--- src/sv/itoa_pkg.sv ---
package itoa_pkg;

    localparam int DEF_VALUE_BITS = 64;
    localparam int DEF_MAX_RADIX  = 36;

    localparam int VALUE_W = 64;
    localparam int RADIX_W = 6;
    localparam int DIGIT_W = 6;
    localparam int CHAR_W  = 8;

    localparam logic [RADIX_W-1:0] MIN_RADIX = 6'd2;
    localparam logic [RADIX_W-1:0] RADIX_DEC = 6'd10;
    localparam logic [DIGIT_W-1:0] DIGIT_MAX = 6'd9;
    localparam logic [DIGIT_W-1:0] DIGIT_TEN = 6'd10;

    localparam logic [CHAR_W-1:0] CHAR_MINUS = 8'h2d;
    localparam logic [CHAR_W-1:0] CHAR_ZERO  = 8'h30;
    localparam logic [CHAR_W-1:0] CHAR_A     = 8'h61;

    // Map a digit value to its character: 0..9 then lower-case letters.
    function automatic logic [CHAR_W-1:0] digit_to_ascii(input logic [DIGIT_W-1:0] d);
        logic [CHAR_W-1:0] c;
        if (d > DIGIT_MAX) begin
            c = CHAR_A + CHAR_W'(d - DIGIT_TEN);
        end else begin
            c = CHAR_ZERO + CHAR_W'(d);
        end
        return c;
    endfunction

endpackage

--- src/sv/int64_to_ascii_radix_unit.sv ---
// Integer to ASCII converter, any radix from 2 to MAX_RADIX.
// Input channel (i_valid / o_ready) takes one item: a value, a radix and a
// signed-mode flag. Output channel (o_valid / i_ready) returns the value's
// characters, most significant first, one per item, o_last high on the final
// one. Decimal output of a negative value in signed mode starts with '-'.
// Radix values out of range saturate to the nearest bound.
// Front: mask, saturate, negate and push into a two-entry queue, so the
// input keeps taking items while the back converts an earlier one.
// Back: restoring division by the radix, one quotient bit per cycle; the
// digits go into a buffer memory and are read out in reverse order, after
// the '-' if there is one.
// First character appears once all digits are produced.
// Reset clears the queue, the sequencer and the output valid; nothing else
// needs clearing. When the receiver stalls, hold the current character in
// the output register; the back stops, the queue fills, then o_ready drops.
module int64_to_ascii_radix_unit #(
    parameter int VALUE_BITS = itoa_pkg::DEF_VALUE_BITS,
    parameter int MAX_RADIX  = itoa_pkg::DEF_MAX_RADIX
) (
    input  logic                          i_clk,
    input  logic                          i_rst_n,
    input  logic                          i_valid,
    output logic                          o_ready,
    input  logic [itoa_pkg::VALUE_W-1:0]  i_value,
    input  logic [itoa_pkg::RADIX_W-1:0]  i_radix,
    input  logic                          i_signed_mode,
    output logic                          o_valid,
    input  logic                          i_ready,
    output logic [itoa_pkg::CHAR_W-1:0]   o_ascii_char,
    output logic                          o_last
);

    // Job word: sign flag, saturated radix, magnitude.
    localparam int JOB_W = VALUE_BITS + itoa_pkg::RADIX_W + 1;

    logic             w_push;
    logic             w_full;
    logic             w_pop;
    logic             w_empty;
    logic [JOB_W-1:0] w_job_in;
    logic [JOB_W-1:0] w_job_out;

    itoa_front #(
        .VALUE_BITS (VALUE_BITS),
        .MAX_RADIX  (MAX_RADIX),
        .JOB_W      (JOB_W)
    ) u_front (
        .i_valid       (i_valid),
        .o_ready       (o_ready),
        .i_value       (i_value),
        .i_radix       (i_radix),
        .i_signed_mode (i_signed_mode),
        .o_push        (w_push),
        .i_full        (w_full),
        .o_job         (w_job_in)
    );

    // Hold up to two classified items between front and back.
    itoa_queue #(
        .JOB_W (JOB_W)
    ) u_queue (
        .i_clk   (i_clk),
        .i_rst_n (i_rst_n),
        .i_push  (w_push),
        .i_job   (w_job_in),
        .o_full  (w_full),
        .i_pop   (w_pop),
        .o_empty (w_empty),
        .o_job   (w_job_out)
    );

    itoa_back #(
        .VALUE_BITS (VALUE_BITS),
        .JOB_W      (JOB_W)
    ) u_back (
        .i_clk        (i_clk),
        .i_rst_n      (i_rst_n),
        .i_empty      (w_empty),
        .i_job        (w_job_out),
        .o_pop        (w_pop),
        .o_valid      (o_valid),
        .i_ready      (i_ready),
        .o_ascii_char (o_ascii_char),
        .o_last       (o_last)
    );

endmodule

--- src/sv/itoa_front.sv ---
module itoa_front #(
    parameter int VALUE_BITS = itoa_pkg::DEF_VALUE_BITS,
    parameter int MAX_RADIX  = itoa_pkg::DEF_MAX_RADIX,
    parameter int JOB_W      = VALUE_BITS + itoa_pkg::RADIX_W + 1
) (
    input  logic                          i_valid,
    output logic                          o_ready,
    input  logic [itoa_pkg::VALUE_W-1:0]  i_value,
    input  logic [itoa_pkg::RADIX_W-1:0]  i_radix,
    input  logic                          i_signed_mode,
    output logic                          o_push,
    input  logic                          i_full,
    output logic [JOB_W-1:0]              o_job
);

    logic [VALUE_BITS-1:0]        w_val;
    logic [VALUE_BITS-1:0]        w_mag;
    logic [itoa_pkg::RADIX_W-1:0] w_radix;
    logic                         w_neg;

    always_comb begin
        w_val = i_value[VALUE_BITS-1:0];
        // Saturate the radix into the legal range.
        if (i_radix < itoa_pkg::MIN_RADIX) begin
            w_radix = itoa_pkg::MIN_RADIX;
        end else if (i_radix > itoa_pkg::RADIX_W'(MAX_RADIX)) begin
            w_radix = itoa_pkg::RADIX_W'(MAX_RADIX);
        end else begin
            w_radix = i_radix;
        end
        // Only decimal output carries a sign.
        w_neg = i_signed_mode && (w_radix == itoa_pkg::RADIX_DEC) && w_val[VALUE_BITS-1];
        w_mag = w_neg ? (~w_val + VALUE_BITS'(1)) : w_val;
    end

    assign o_ready = !i_full;
    assign o_push  = i_valid && !i_full;
    assign o_job   = {w_neg, w_radix, w_mag};

endmodule

--- src/sv/itoa_queue.sv ---
module itoa_queue #(
    parameter int JOB_W = 71
) (
    input  logic             i_clk,
    input  logic             i_rst_n,
    input  logic             i_push,
    input  logic [JOB_W-1:0] i_job,
    output logic             o_full,
    input  logic             i_pop,
    output logic             o_empty,
    output logic [JOB_W-1:0] o_job
);

    logic [JOB_W-1:0] r_slot [2];
    logic             r_wr_ptr;
    logic             r_rd_ptr;
    logic [1:0]       r_count;

    assign o_full  = (r_count == 2'd2);
    assign o_empty = (r_count == 2'd0);
    assign o_job   = r_slot[r_rd_ptr];

    always_ff @(posedge i_clk) begin
        if (i_push) begin
            r_slot[r_wr_ptr] <= i_job;
        end
    end

    always_ff @(posedge i_clk) begin
        if (!i_rst_n) begin
            r_wr_ptr <= 1'b0;
            r_rd_ptr <= 1'b0;
            r_count  <= 2'd0;
        end else begin
            if (i_push) begin
                r_wr_ptr <= !r_wr_ptr;
            end
            if (i_pop) begin
                r_rd_ptr <= !r_rd_ptr;
            end
            if (i_push && !i_pop) begin
                r_count <= r_count + 2'd1;
            end else if (i_pop && !i_push) begin
                r_count <= r_count - 2'd1;
            end
        end
    end

endmodule

--- src/sv/itoa_back.sv ---
module itoa_back #(
    parameter int VALUE_BITS = itoa_pkg::DEF_VALUE_BITS,
    parameter int JOB_W      = VALUE_BITS + itoa_pkg::RADIX_W + 1
) (
    input  logic                         i_clk,
    input  logic                         i_rst_n,
    input  logic                         i_empty,
    input  logic [JOB_W-1:0]             i_job,
    output logic                         o_pop,
    output logic                         o_valid,
    input  logic                         i_ready,
    output logic [itoa_pkg::CHAR_W-1:0]  o_ascii_char,
    output logic                         o_last
);

    localparam int IDX_W = (VALUE_BITS > 1) ? $clog2(VALUE_BITS) : 1;
    localparam int CNT_W = $clog2(VALUE_BITS + 1);
    localparam int DW    = itoa_pkg::DIGIT_W;

    typedef enum logic [2:0] {
        S_IDLE,
        S_DIV,
        S_SIGN,
        S_WAIT,
        S_EMIT
    } t_state;

    t_state                       r_state;
    logic [VALUE_BITS-1:0]        r_quot;
    logic [DW-1:0]                r_rem;
    logic [itoa_pkg::RADIX_W-1:0] r_radix;
    logic                         r_neg;
    logic [IDX_W-1:0]             r_bit;
    logic [CNT_W-1:0]             r_count;
    logic [IDX_W-1:0]             r_idx;
    logic                         r_oval;
    logic [itoa_pkg::CHAR_W-1:0]  r_char;
    logic                         r_last;

    logic [DW-1:0]                r_buf [VALUE_BITS];
    logic [DW-1:0]                r_rd;

    logic [DW:0]                  w_trial;
    logic                         w_ge;
    logic [DW-1:0]                n_rem;
    logic [VALUE_BITS-1:0]        n_quot;
    logic [CNT_W-1:0]             n_count;
    logic                         w_digit_done;
    logic                         w_out_free;
    logic                         w_char_load;

    // One quotient bit per cycle: restoring division by the radix.
    always_comb begin
        w_trial      = {r_rem, r_quot[VALUE_BITS-1]};
        w_ge         = (w_trial >= {1'b0, r_radix});
        n_rem        = w_ge ? DW'(w_trial - {1'b0, r_radix}) : DW'(w_trial);
        n_quot       = {r_quot[VALUE_BITS-2:0], w_ge};
        n_count      = r_count + CNT_W'(1);
        w_digit_done = (r_state == S_DIV) && (r_bit == IDX_W'(VALUE_BITS - 1));
        w_out_free   = !r_oval || i_ready;
        w_char_load  = w_out_free && ((r_state == S_SIGN) || (r_state == S_EMIT));
    end

    assign o_pop        = (r_state == S_IDLE) && !i_empty;
    assign o_valid      = r_oval;
    assign o_ascii_char = r_char;
    assign o_last       = r_last;

    always_ff @(posedge i_clk) begin
        if (w_digit_done) begin
            r_buf[r_count[IDX_W-1:0]] <= n_rem;
        end
    end

    always_ff @(posedge i_clk) begin
        r_rd <= r_buf[r_idx];
    end

    always_ff @(posedge i_clk) begin
        if (!i_rst_n) begin
            r_state <= S_IDLE;
            r_oval  <= 1'b0;
            r_bit   <= '0;
            r_count <= '0;
            r_idx   <= '0;
            r_neg   <= 1'b0;
        end else begin
            if (i_ready && !w_char_load) begin
                r_oval <= 1'b0;
            end
            unique case (r_state)
                S_IDLE: begin
                    if (!i_empty) begin
                        r_quot  <= i_job[VALUE_BITS-1:0];
                        r_radix <= i_job[VALUE_BITS +: itoa_pkg::RADIX_W];
                        r_neg   <= i_job[JOB_W-1];
                        r_rem   <= '0;
                        r_bit   <= '0;
                        r_count <= '0;
                        r_state <= S_DIV;
                    end
                end
                S_DIV: begin
                    r_quot <= n_quot;
                    if (w_digit_done) begin
                        r_count <= n_count;
                        r_rem   <= '0;
                        r_bit   <= '0;
                        if ((n_quot == '0) || (n_count == CNT_W'(VALUE_BITS))) begin
                            r_idx   <= r_count[IDX_W-1:0];
                            r_state <= r_neg ? S_SIGN : S_WAIT;
                        end
                    end else begin
                        r_rem <= n_rem;
                        r_bit <= r_bit + IDX_W'(1);
                    end
                end
                S_SIGN: begin
                    if (w_out_free) begin
                        r_oval  <= 1'b1;
                        r_char  <= itoa_pkg::CHAR_MINUS;
                        r_last  <= 1'b0;
                        r_state <= S_WAIT;
                    end
                end
                S_WAIT: begin
                    r_state <= S_EMIT;
                end
                S_EMIT: begin
                    if (w_out_free) begin
                        r_oval <= 1'b1;
                        r_char <= itoa_pkg::digit_to_ascii(r_rd);
                        r_last <= (r_idx == '0);
                        if (r_idx == '0) begin
                            r_state <= S_IDLE;
                        end else begin
                            r_idx   <= r_idx - IDX_W'(1);
                            r_state <= S_WAIT;
                        end
                    end
                end
                default: begin
                    r_state <= S_IDLE;
                end
            endcase
        end
    end

endmodule

--- config.mk ---
export PLATFORM = sky130hd
export DESIGN_NAME = int64_to_ascii_radix_unit
export DESIGN_NICKNAME = d
export VERILOG_FILES = /design/src/sv/itoa_pkg.sv /design/src/sv/int64_to_ascii_radix_unit.sv /design/src/sv/itoa_front.sv /design/src/sv/itoa_queue.sv /design/src/sv/itoa_back.sv
export SDC_FILE = /design/constraint.sdc
export NUM_CORES = 1
export LEC_CHECK = 0
export ABC_AREA = 1
export BUFFER_PORTS_ARGS = -buffer_cell sky130_fd_sc_hd__buf_4
export CORE_MARGIN = 1
export CORE_UTILIZATION = 54
export DETAILED_ROUTE_END_ITERATION = 7
export PLACE_DENSITY = 0.73
export SLEW_MARGIN = 20
export SYNTH_ARGS = -nofsm -noshare
export SYNTH_HDL_FRONTEND = slang
export SYNTH_SLANG_ARGS = --single-unit
--- constraint.sdc ---
create_clock -name i_clk -period 4.9 [get_ports i_clk]
set_input_delay 0 -clock i_clk [delete_from_list [all_inputs] [get_ports i_clk]]
set_output_delay 0 -clock i_clk [all_outputs]
set_load 0.005 [all_outputs]
Word level (Yosys, flattened, before mapping) --
Memory sizes are Yosys's and may differ from the RTL's. A register that Yosys moved wholly into a read port is not among the register bits. Index checks and enable logic that the tools add are counted.
Cells by class: $add $sub $neg 10, multipliers 0, div/mod/pow operators 0, $lt $le $gt $ge 4, eq/ne operators 14, shifts and indexed selects 0, muxes and demuxes 45, bitwise operators 2, reduce and logical (&&, ||, !) cells 37
Operators by type and width (count):
- $mux W64 | 2
- $pmux W64 S2 | 1
- $add A64 B1 Y64 const B | 1
- $logic_not A64 Y1 | 1
- $not A64 Y64 | 1
- $mux W6 | 10
- $pmux W6 S2 | 3
- $mux W8 | 3
- $pmux W8 S2 | 1
- $mux W3 | 5
- $pmux W3 S5 | 1
- $mux W7 | 2
- $pmux W7 S2 | 1
- $mux W1 | 12
- $reduce_and A5 Y1 | 2
- $logic_and A1 B1 Y1 | 9
- $reduce_and A3 Y1 | 3
- $add A7 B8 Y8 const A | 1
- $logic_not A1 Y1 | 8
- $reduce_bool A2 Y1 | 4
- $add A6 B6 Y7 const A | 1
- $add A7 B1 Y7 const B | 1
- $eq A7 B7 Y1 const B | 1
- $ge A7 B6 Y1 | 1
- other kinds (27) | 37
Word-level totals: flip-flop bits (word level) 113, bits in latches 0, memory bits (writable) 526, bits in read-only memories 0, input port bits 75, memories kept 2
Memories:
- u_back.r_buf | words 64, bits a word 6, read ports 1, clocked after memory_dff 1, write ports 1, RTL line itoa_back.sv:40 | logic [DW-1:0] r_buf [VALUE_BITS];
- u_queue.r_slot | words 2, bits a word 71, read ports 1, clocked after memory_dff 1, write ports 1, RTL line itoa_queue.sv:14 | logic [JOB_W-1:0] r_slot [2];

Depth between registers and ports, before layout --
Gate-level depths: netlist (run 1).
depth in word-level cells 8, mapped depth 13

Modules after synthesis --
A second synthesis (run 1) with hierarchy kept.
Unflattened totals: cell total of the unflattened synthesis 2898, area total of the unflattened synthesis 29956.2 µm²
By module, submodules not included:
- itoa_back | instances 1, cells an instance 1940, area each 21266.6 µm²
- itoa_queue | instances 1, cells an instance 256, area each 5705.5 µm²
- itoa_front | instances 1, cells an instance 702, area each 2984.1 µm²

Worst setup path before layout (run 1) --
No wires, ideal clock.
path type register to register, start point register u_back.r_rem[1], end point memory u_back.r_buf[0][4] (netlist name), data pin, arrival time 3.850 ns, data required time 4.188 ns, slack 0.338 ns, cell stages (with the launch flop) 9, clock period less this slack 4.562 ns, path through edfxtp_1 > ha_1 > nand2_1 > nand2_1 > nor2_1 > nor2_1 > nor2_1 > inv_1 > o21ai_0
Between the ends: word-level cells in the longest chain between the ends 2, elaborated cells on any way between the ends 3, those cells by class add/sub (1); order compare (1); mux (1)
RTL lines:
- start, declared | RTL line itoa_back.sv:30 | logic [DW-1:0] r_rem;
- start signal, assigned | RTL line itoa_back.sv:114 | r_rem <= n_rem;
- $sub A6 B6 Y6 / $ge A7 B6 Y1 (equally long branches) | RTL line itoa_back.sv:56, itoa_back.sv:55
- $mux W6 (*) | RTL line itoa_back.sv:56 | n_rem = w_ge ? DW'(w_trial - {1'b0, r_radix}) : DW'(w_trial);
- named net u_back.n_rem[4] | RTL line itoa_back.sv:45 | logic [DW-1:0] n_rem;
- end, declared | RTL line itoa_back.sv:40
Mark *: on every way through the listed nets, which the timed path passes. The rest lies on a longest branch.

Worst setup path after layout (run 1) --
start point input i_radix[4] (netlist name), end point memory u_queue.r_slot[1][5], data pin
Between the ends: word-level cells in the longest chain between the ends 7, elaborated cells on any way between the ends 8, those cells by class order compare (2); eq/ne (1); mux (3); reduce/logical (2)
RTL lines:
- start, declared | RTL line int64_to_ascii_radix_unit.sv:25 | input logic [itoa_pkg::RADIX_W-1:0] i_radix,
- $gt A6 B6 Y1 | RTL line itoa_front.sv:26 | end else if (i_radix > itoa_pkg::RADIX_W'(MAX_RADIX)) begin
- $mux W6 | RTL line itoa_front.sv:26
- $mux W6 (*) | RTL line itoa_front.sv:24 | if (i_radix < itoa_pkg::MIN_RADIX) begin
- $eq A6 B4 Y1 (*) | RTL line itoa_front.sv:32 | w_neg = i_signed_mode && (w_radix == itoa_pkg::RADIX_DEC) && w_val[VALUE_BITS-1];
- $logic_and A1 B1 Y1 (*) (2 in series) | RTL line itoa_front.sv:32
- $mux W64 (*) | RTL line itoa_front.sv:33 | w_mag = w_neg ? (~w_val + VALUE_BITS'(1)) : w_val;
- named net u_front.o_job[5] | RTL line itoa_front.sv:13 | output logic [JOB_W-1:0] o_job
- end, declared | RTL line itoa_queue.sv:14
Marked as above.

==> impl_summary.txt, run 1 <==
----------------------------------------------------
[Global route]
  Initial antenna violation count ... 1
  Sum of overflow across all layers after global routing ... 0
  Pin count of the biggest net entering global routing ... 124
  Global-route wire length before repair ... 111.7 mm
  Via count of the first global-routing pass ... 20430
  GRT Resource Usage Total ... 26.86%

[Route]
  Number of remaining DRC errors ... 0
  Via count ... 20990
  Detailed-route vias per instance ... 5.759
  Routed wirelength normalized by instance count ... 19.80 microns
  Residual antenna-violating net count after detailed routing ... 0
  Routed Wire Length ... 72.17 mm
  Pre-Repair DR Iteration Count ... 6
  Drt first-iter violations ... 1991

[Clocking]
  Total number of H-tree levels ... 3
  CTS sink count ... 646
  Insertion delay to the later sink of the worst-skew pair ... 600 ps
  Clock tree from TritonCTS ... done
  Total of hold buffers inserted after clock tree synthesis ... 79
  Post-cts repair resize count ... 0
  Clock buffer count from CTS ... 67
  Clk root buf ... sky130_fd_sc_hd__clkbuf_16
  Max Root-Sink Buffers ... 3
  CTS clk-pin slew, worst paths ... 60 ps
  Buffer count from post-CTS setup fixing ... 0

[Timing]
  Period Utilization, post-route ... 88.22%
  Highest clock rate ... 231.3 MHz
  Unrepaired setup endpoints after global routing ... false
  Final setup skew ... 27.80 ps
  Shortest clock period the worst path allows after layout ... 4323 ps
  Relative slew slack ... 34.54%
  Final hold violation count ... 0
  Final setup violation count ... 0
  Worst slew pin tran ... 981.9 ps
  Max-slew violation total from the final report ... 0
  Setup TNS ... 0 ps

[Worst setup path]
  Arrival time reported for the critical path endpoint ... 4660 ps
  Crit-path leading delay family ... buffers and inverters
  Kind of end point of the critical path ... flip-flop
  Worst path bufs/invs ... 8
  Longest individual stage delay on the worst path ... 750 ps
  Worst-path cell chain ... dlygate4sd3_1, buf_4, nor2_2, dlygate4sd3_1, a21boi_2, nor2_1, nand3_1, nor2_1, nand2_1, buf_4, inv_2, buf_4, nand2_1, nand2_1, dlygate4sd3_1, nand2_1, dlygate4sd3_1
  Largest driver fanout on the critical path ... 60
  Slowest cell on the critical path ... sky130_fd_sc_hd__inv_2
  Type of element launching the critical path ... primary input
  Worst setup path category ... primary input to flip-flop
  Critical path required time ... 5240 ps

[Die]
  CORE AREA ... 52760 sq um
  Area of the die ... 54460 sq um
  Num rows ... 84
  Number of placed I/O pins ... 86
  Die W ... 233.4 microns
  Initial standard-cell utilization of the core ... 54.79%
  Overall die height ... 233.4 microns

[Outcome]
  Result of the run ... complete, no violations

[Placement]
  GPL Wtd Cong ... 0.9219
  Buffers on Ports ... 85
  Area of placed instances ... 30010 sq um
  HPWL after detailed placement ... 46.67 mm

[Logic synthesis]
  Number of instances in the synthesized netlist ... 2783
  Count of distinct cell types in the synthesized netlist ... 48
  Fraction of the yosys area taken by sequential cells ... 65.89%
  Average size of a mapped cell ... 10.39 sq um
  Number of synthesized register bits ... 646
  Net count after synthesis ... 2877
  Number of enable flip-flop cells after synthesis ... 611
  Share of flip-flops with an asynchronous set or reset after synthesis ... 0%
  Cell area after synthesis ... 28910 sq um
  Yosys Warn Count ... 0
  Most used DFF post-synth ... sky130_fd_sc_hd__edfxtp_1

[Run]
  Max_cap viols ... 0

[Layout]
  P&R area growth vs syn ... 13.72%
  Share of layout cells above drive strength 1 ... 8.657%
  Total number of nets in the final design ... 3000
  Final instance area ... 32880 sq um
  Diode insertion count for antenna repair ... 0
  Fill cell total of the finished layout ... 4165

[Worst hold path]
  Worst hold-check path type ... primary input to flip-flop

[Power and ir drop]
  PD cells ... 476.6 nW/um^2
  Peak supply drop ... 0.0004205 V
  Leakage component of the power ... 11.64 nW
  Total chip power ... 15.67 mW

----------------------------------------------------
metal layers:
metal	vias up	routed length, microns	global-route usage, %	part of all wire (%)
li1	9942	-	-	-
met1	10100	28980	33.81	40
met2	798	35790	46.17	50
met3	158	4429	4.016	6.1
met4	0	2963	11.51	4.1
met5	-	0	0	0
Yosys cell counts (2+ instances only):
cell | n | area (sq um)
sky130_fd_sc_hd__buf_1 | 3 | 11.26
sky130_fd_sc_hd__nand2_2 | 5 | 31.28
sky130_fd_sc_hd__xor2_1 | 33 | 289.0
sky130_fd_sc_hd__or2_2 | 11 | 68.82
sky130_fd_sc_hd__nand4_1 | 16 | 100.1
sky130_fd_sc_hd__o22ai_1 | 44 | 275.3
sky130_fd_sc_hd__nand3_1 | 149 | 745.7
sky130_fd_sc_hd__dfxtp_1 | 35 | 700.7
sky130_fd_sc_hd__nor2_4 | 4 | 45.04
sky130_fd_sc_hd__inv_2 | 5 | 18.77
sky130_fd_sc_hd__o221ai_1 | 10 | 87.58
sky130_fd_sc_hd__o21ai_1 | 10 | 50.05
sky130_fd_sc_hd__nand3b_1 | 13 | 97.59
sky130_fd_sc_hd__nor3_4 | 3 | 48.80
sky130_fd_sc_hd__inv_1 | 134 | 503.0
sky130_fd_sc_hd__o211ai_1 | 40 | 300.3
sky130_fd_sc_hd__nor2_1 | 547 | 2053
sky130_fd_sc_hd__a31oi_1 | 65 | 406.6
sky130_fd_sc_hd__clkbuf_1 | 66 | 247.7
sky130_fd_sc_hd__a21oi_1 | 40 | 200.2
sky130_fd_sc_hd__edfxtp_1 | 611 | 18350
sky130_fd_sc_hd__nor3_1 | 34 | 170.2
sky130_fd_sc_hd__nor3b_1 | 2 | 15.01
sky130_fd_sc_hd__nor2_2 | 5 | 31.28
sky130_fd_sc_hd__nor4_1 | 2 | 12.51
sky130_fd_sc_hd__buf_2 | 50 | 250.2
sky130_fd_sc_hd__buf_6 | 3 | 33.78
sky130_fd_sc_hd__ha_1 | 18 | 225.2
sky130_fd_sc_hd__buf_4 | 11 | 82.58
sky130_fd_sc_hd__nand2_1 | 557 | 2091
sky130_fd_sc_hd__o21ai_0 | 237 | 1186
sky130_fd_sc_hd__nand3_2 | 2 | 20.02
sky130_fd_sc_hd__xnor2_1 | 3 | 26.28
report_power, final:
group          switching [mW]  internal (mW)  total, mW
Combinational            2.26          0.593       2.86
Sequential              0.207           7.84       8.05
Clock                    2.02           2.75       4.77
placed cells by master (no fill, tap or decap), drive strengths merged, types with 33 or more instances in the layout:
| cell type | instances |
|---|---|
| inv | 138 |
| a21oi | 40 |
| dlygate4sd3 | 79 |
| clkbuf | 91 |
| edfxtp | 611 |
| nor2 | 556 |
| a31oi | 65 |
| xor2 | 33 |
| nand2 | 563 |
| buf | 109 |
| o21ai | 248 |
| o211ai | 40 |
| dfxtp | 35 |
| o22ai | 44 |
| nand3 | 151 |
| nor3 | 38 |
metrics by stage:
stage	setup WS (ps)	util [%]	instances	hold WS, ps
floorplan	337.8	-	2783	98.87
global placement	1836	56.88	3446	210.3
detailed placement	1748	56.89	3446	217.2
CTS	682.3	62.29	3645	0.09370
global route	363.5	62.31	3645	21.34
finish	577.1	62.31	3645	10.55
cells by family (layout without fill, tap and decap cells):
group           count (synthesis)  in the layout  share of synthesized area, %
fa+ha+maj                      19             19                        0.8483
compound gates                451            451                         8.816
xor+xnor                       36             36                         1.091
buf+inv                       274            448                         3.999
flops                         646            646                         65.89
simple gates                 1357           1357                         19.36
area by class of cell:
| class | count | area, sq um | share of cell area, % |
|---|---|---|---|
| clock buffer | 91 | 1839 | 5.595 |
| multi-input combinational | 1863 | 8736 | 26.57 |
| tap | 688 | 860.8 | 2.618 |
| sequential | 646 | 19060 | 57.97 |
| inverter | 140 | 538.0 | 1.637 |
| timing repair buffer | 188 | 1625 | 4.944 |
| clock inverter | 29 | 219.0 | 0.6660 |
flip-flops by register name, indices dropped and copies added, names as in the netlist, named ones only:
signal / flops
u_back.o_last: 1
u_back.r_bit: 6
u_back.r_rem: 6
u_back.r_quot: 64
u_back.o_ascii_char: 8
u_back.r_state: 3
u_queue.r_rd_ptr: 1
u_queue.r_wr_ptr: 1
u_back.r_rd: 6
u_back.r_radix: 6
u_back.o_valid: 1
u_back.r_idx: 6
u_back.r_neg: 1
u_queue.r_count: 2
u_back.r_buf: 384
u_queue.r_slot: 142
u_back.r_count: 7
final timing paths:
path                            slack [ps]               endpoint  depth (start not counted)            start
worst max-delay path                   580   u_queue.r_slot[1][5]                         17       i_radix[4]
worst min-delay path                    10  u_queue.r_slot[1][34]                          3      i_value[34]
worst max register to register        1520    u_back.r_buf[14][3]                          9  u_back.r_rem[1]
worst min register to register         460           u_back.r_neg                          2     u_back.r_neg
worst min-delay path, cell delays in order:
cell and delay, ps:
sky130_fd_sc_hd__buf_4 80, sky130_fd_sc_hd__inv_1 110, sky130_fd_sc_hd__o21ai_0 270
Power figures use the tool's default switching activity.
==> run 2, diff against run 1 <==
--- a/config.mk
+++ b/config.mk
@@ -9,7 +9,9 @@
 export BUFFER_PORTS_ARGS = -buffer_cell sky130_fd_sc_hd__buf_4
 export CORE_MARGIN = 1
 export CORE_UTILIZATION = 54
+export CTS_CLUSTER_DIAMETER = 40
 export DETAILED_ROUTE_END_ITERATION = 7
+export MAX_ROUTING_LAYER = met4
 export PLACE_DENSITY = 0.73
 export SLEW_MARGIN = 20
 export SYNTH_ARGS = -nofsm -noshare
==> run 2 against run 1 <==
Sequential share of layout area fell by 1.4 points; clock-buffer cell count grew 4; final area is 2.5% higher; largest cell class unchanged; highest routed layer unchanged.
==> impl_summary.txt, run 2 (synthesis gave the netlist of run 1 again) <==
----------------------------------------------------
[Timing]
  Shortest clock period the worst path allows after layout ... 4471 ps
  Max-slew violation total from the final report ... 0
  Unrepaired setup endpoints after global routing ... false
  Setup TNS ... 0 ps
  Period Utilization, post-route ... 91.24%
  Highest clock rate ... 223.7 MHz
  Relative slew slack ... 28.20%
  Final setup violation count ... 0
  Final hold violation count ... 0
  Worst hold margin ... 54.54 ps
  Worst slew pin tran ... 1077 ps
  Final setup skew ... 21.38 ps

[Global route]
  Global-route wire length before repair ... 111.6 mm
  Global routing met2 resource utilization ... 46.31%
  GRT Resource Usage Total ... 27.62%
  Initial antenna violation count ... 1
  Pin count of the biggest net entering global routing ... 119
  Met1 routing resource usage after global routing ... 33.23%
  Via count of the first global-routing pass ... 20850
  Layer with the highest usage after global routing ... met2
  Global routing usage on met3 ... 4.456%
  Sum of overflow across all layers after global routing ... 0

[Clocking]
  Max Root-Sink Buffers ... 3
  Clock tree from TritonCTS ... done
  Total number of H-tree levels ... 3
  Clk root buf ... sky130_fd_sc_hd__clkbuf_16
  Post-cts repair resize count ... 0
  CTS clk-pin slew, worst paths ... 50 ps
  Clock buffer count from CTS ... 85
  Buffer count from post-CTS setup fixing ... 0
  Insertion delay to the later sink of the worst-skew pair ... 630 ps
  CTS sink count ... 646

[Layout]
  Share of layout cells above drive strength 1 ... 10.17%
  P&R area growth vs syn ... 16.52%
  Most frequent standard cell in the layout excluding fill and tap cells ... sky130_fd_sc_hd__edfxtp_1
  Final instance area ... 33690 sq um
  Flip-flop count of the largest register, all copies and words added ... 384
  Final core utilization ... 63.85%
  Total number of nets in the final design ... 3024
  Most frequent cells in the layout ... 611 x sky130_fd_sc_hd__edfxtp_1, 557 x sky130_fd_sc_hd__nand2_1, 545 x sky130_fd_sc_hd__nor2_1

[Placement]
  HPWL after detailed placement ... 46.26 mm
  Buffers on Ports ... 85
  GPL Wtd Cong ... 0.9426
  Area of placed instances ... 30010 sq um

[Die]
  Die W ... 233.4 microns
  Area of the die ... 54460 sq um
  Initial standard-cell utilization of the core ... 54.79%
  Overall die height ... 233.4 microns
  Num rows ... 84
  Number of placed I/O pins ... 86
  CORE AREA ... 52760 sq um

[Power and ir drop]
  Total chip power ... 16.93 mW
  Share of power burned in combinational logic ... 16.9%
  Leakage component of the power ... 12.01 nW
  Internal power ... 12.01 mW
  Peak supply drop ... 0.0006961 V
  Clock share of power ... 35.6%
  Switching portion of total power ... 29.06%
  Sw Pwr ... 4.920 mW
  PD cells ... 502.5 nW/um^2
  Relative contribution of sequential cells to total power ... 47.5%

[Outcome]
  Result of the run ... complete, no violations

[Route]
  Residual antenna-violating net count after detailed routing ... 0
  Number of remaining DRC errors ... 0
  Pre-Repair DR Iteration Count ... 8
  Routed wirelength normalized by instance count ... 19.63 microns
  Via count ... 21080
  Detailed-route vias per instance ... 5.715
  Routed Wire Length ... 72.41 mm
  Drt first-iter violations ... 1846

[Worst setup path]
  Reg2Reg Launch Point ... u_back.r_rem[1]
  Type of element launching the critical path ... primary input
  Cell with the most instances on the worst path ... sky130_fd_sc_hd__dlygate4sd3_1
  Longest individual stage delay on the worst path ... 720 ps
  Largest driver fanout on the critical path ... 56
  Worst setup path category ... primary input to flip-flop
  Crit-path leading delay family ... buffers and inverters
  Worst path bufs/invs ... 8
  Critical Path Source ... i_radix[4]
  Kind of end point of the critical path ... flip-flop
  Critical path required time ... 5260 ps
  Arrival time reported for the critical path endpoint ... 4830 ps
  Worst-path cell chain ... dlygate4sd3_1, buf_4, nor2_2, dlygate4sd3_1, a21boi_2, dlygate4sd3_1, a21oi_1, nand2_1, buf_4, inv_2, nand2_1, nand2_1, dlygate4sd3_1, nand2_1, dlygate4sd3_1
  Slowest cell on the critical path ... sky130_fd_sc_hd__inv_2

[Run]
  Max_cap viols ... 0

[Worst hold path]
  Hold Path Origin ... i_value[48]
  Worst hold-check path type ... primary input to flip-flop

----------------------------------------------------
==> run 2: area by class of cell <==
cell class / count / area (sq um)
fillers: 4076 / 19070
multi-input cells: 1863 / 8736
clock inverters: 61 / 626.9
inverters: 140 / 536.8
diodes: 1 / 2.502
repair buffers: 194 / 1670
clock buffers: 95 / 2196
well taps: 688 / 860.8
flip-flops and latches: 646 / 19060
==> run 2: repair_timing <==
item                                    4_1_cts  5_1_grt
hold endpoints to repair                    173        0
endpoints found under the setup margin        0        0
hold buffers                                 84        0
==> run 2: path summary, 6_finish.rpt <==
kind                           endpoint  slack, ps  cells after the start
hold / removal    u_queue.r_slot[0][48]         50                      3
hold reg to reg            u_back.r_neg        470                      2
setup reg to reg     u_back.r_buf[9][3]       1490                      9
setup / recovery  u_queue.r_slot[0][32]        430                     15
==> run 2: worst register-to-register path: cells and delay by family, from the launching register on <==
kind	cells	cell delay, ps
flip-flops	1	410
AND/OR/NAND/NOR	5	630
adder cells (fa/ha/maj)	1	360
AO/OA/AOI/OAI	1	370
buffers and inverters	2	1020
==> run 2: routing by layer <==
layer  up-vias  part of all wire, %
met3       171                  6.4
met2       809                   50
met4         0                  3.6
li1      10000                    -
met5         -                    0
met1     10100                   40
==> run 2: through the flow <==
stage | instances | setup slack, ps
6_report | 3688 | 429.1
5_1_grt | 3688 | 179.0
4_1_cts | 3687 | 560.8
3_5_place_dp | 3447 | 1601
3_3_place_gp | 3447 | 1659
2_1_floorplan | 2783 | 337.8
==> run 2: power by group through the flow <==
stage,logic [mW],registers (mW),clock network (mW)
global placement,2.70,8.13,0
global route,3.18,8.09,6.33
detailed placement,2.79,8.14,0
finish,2.85,8.04,6.03
floorplan,1.72,8.13,0
CTS,2.85,8.03,6.10
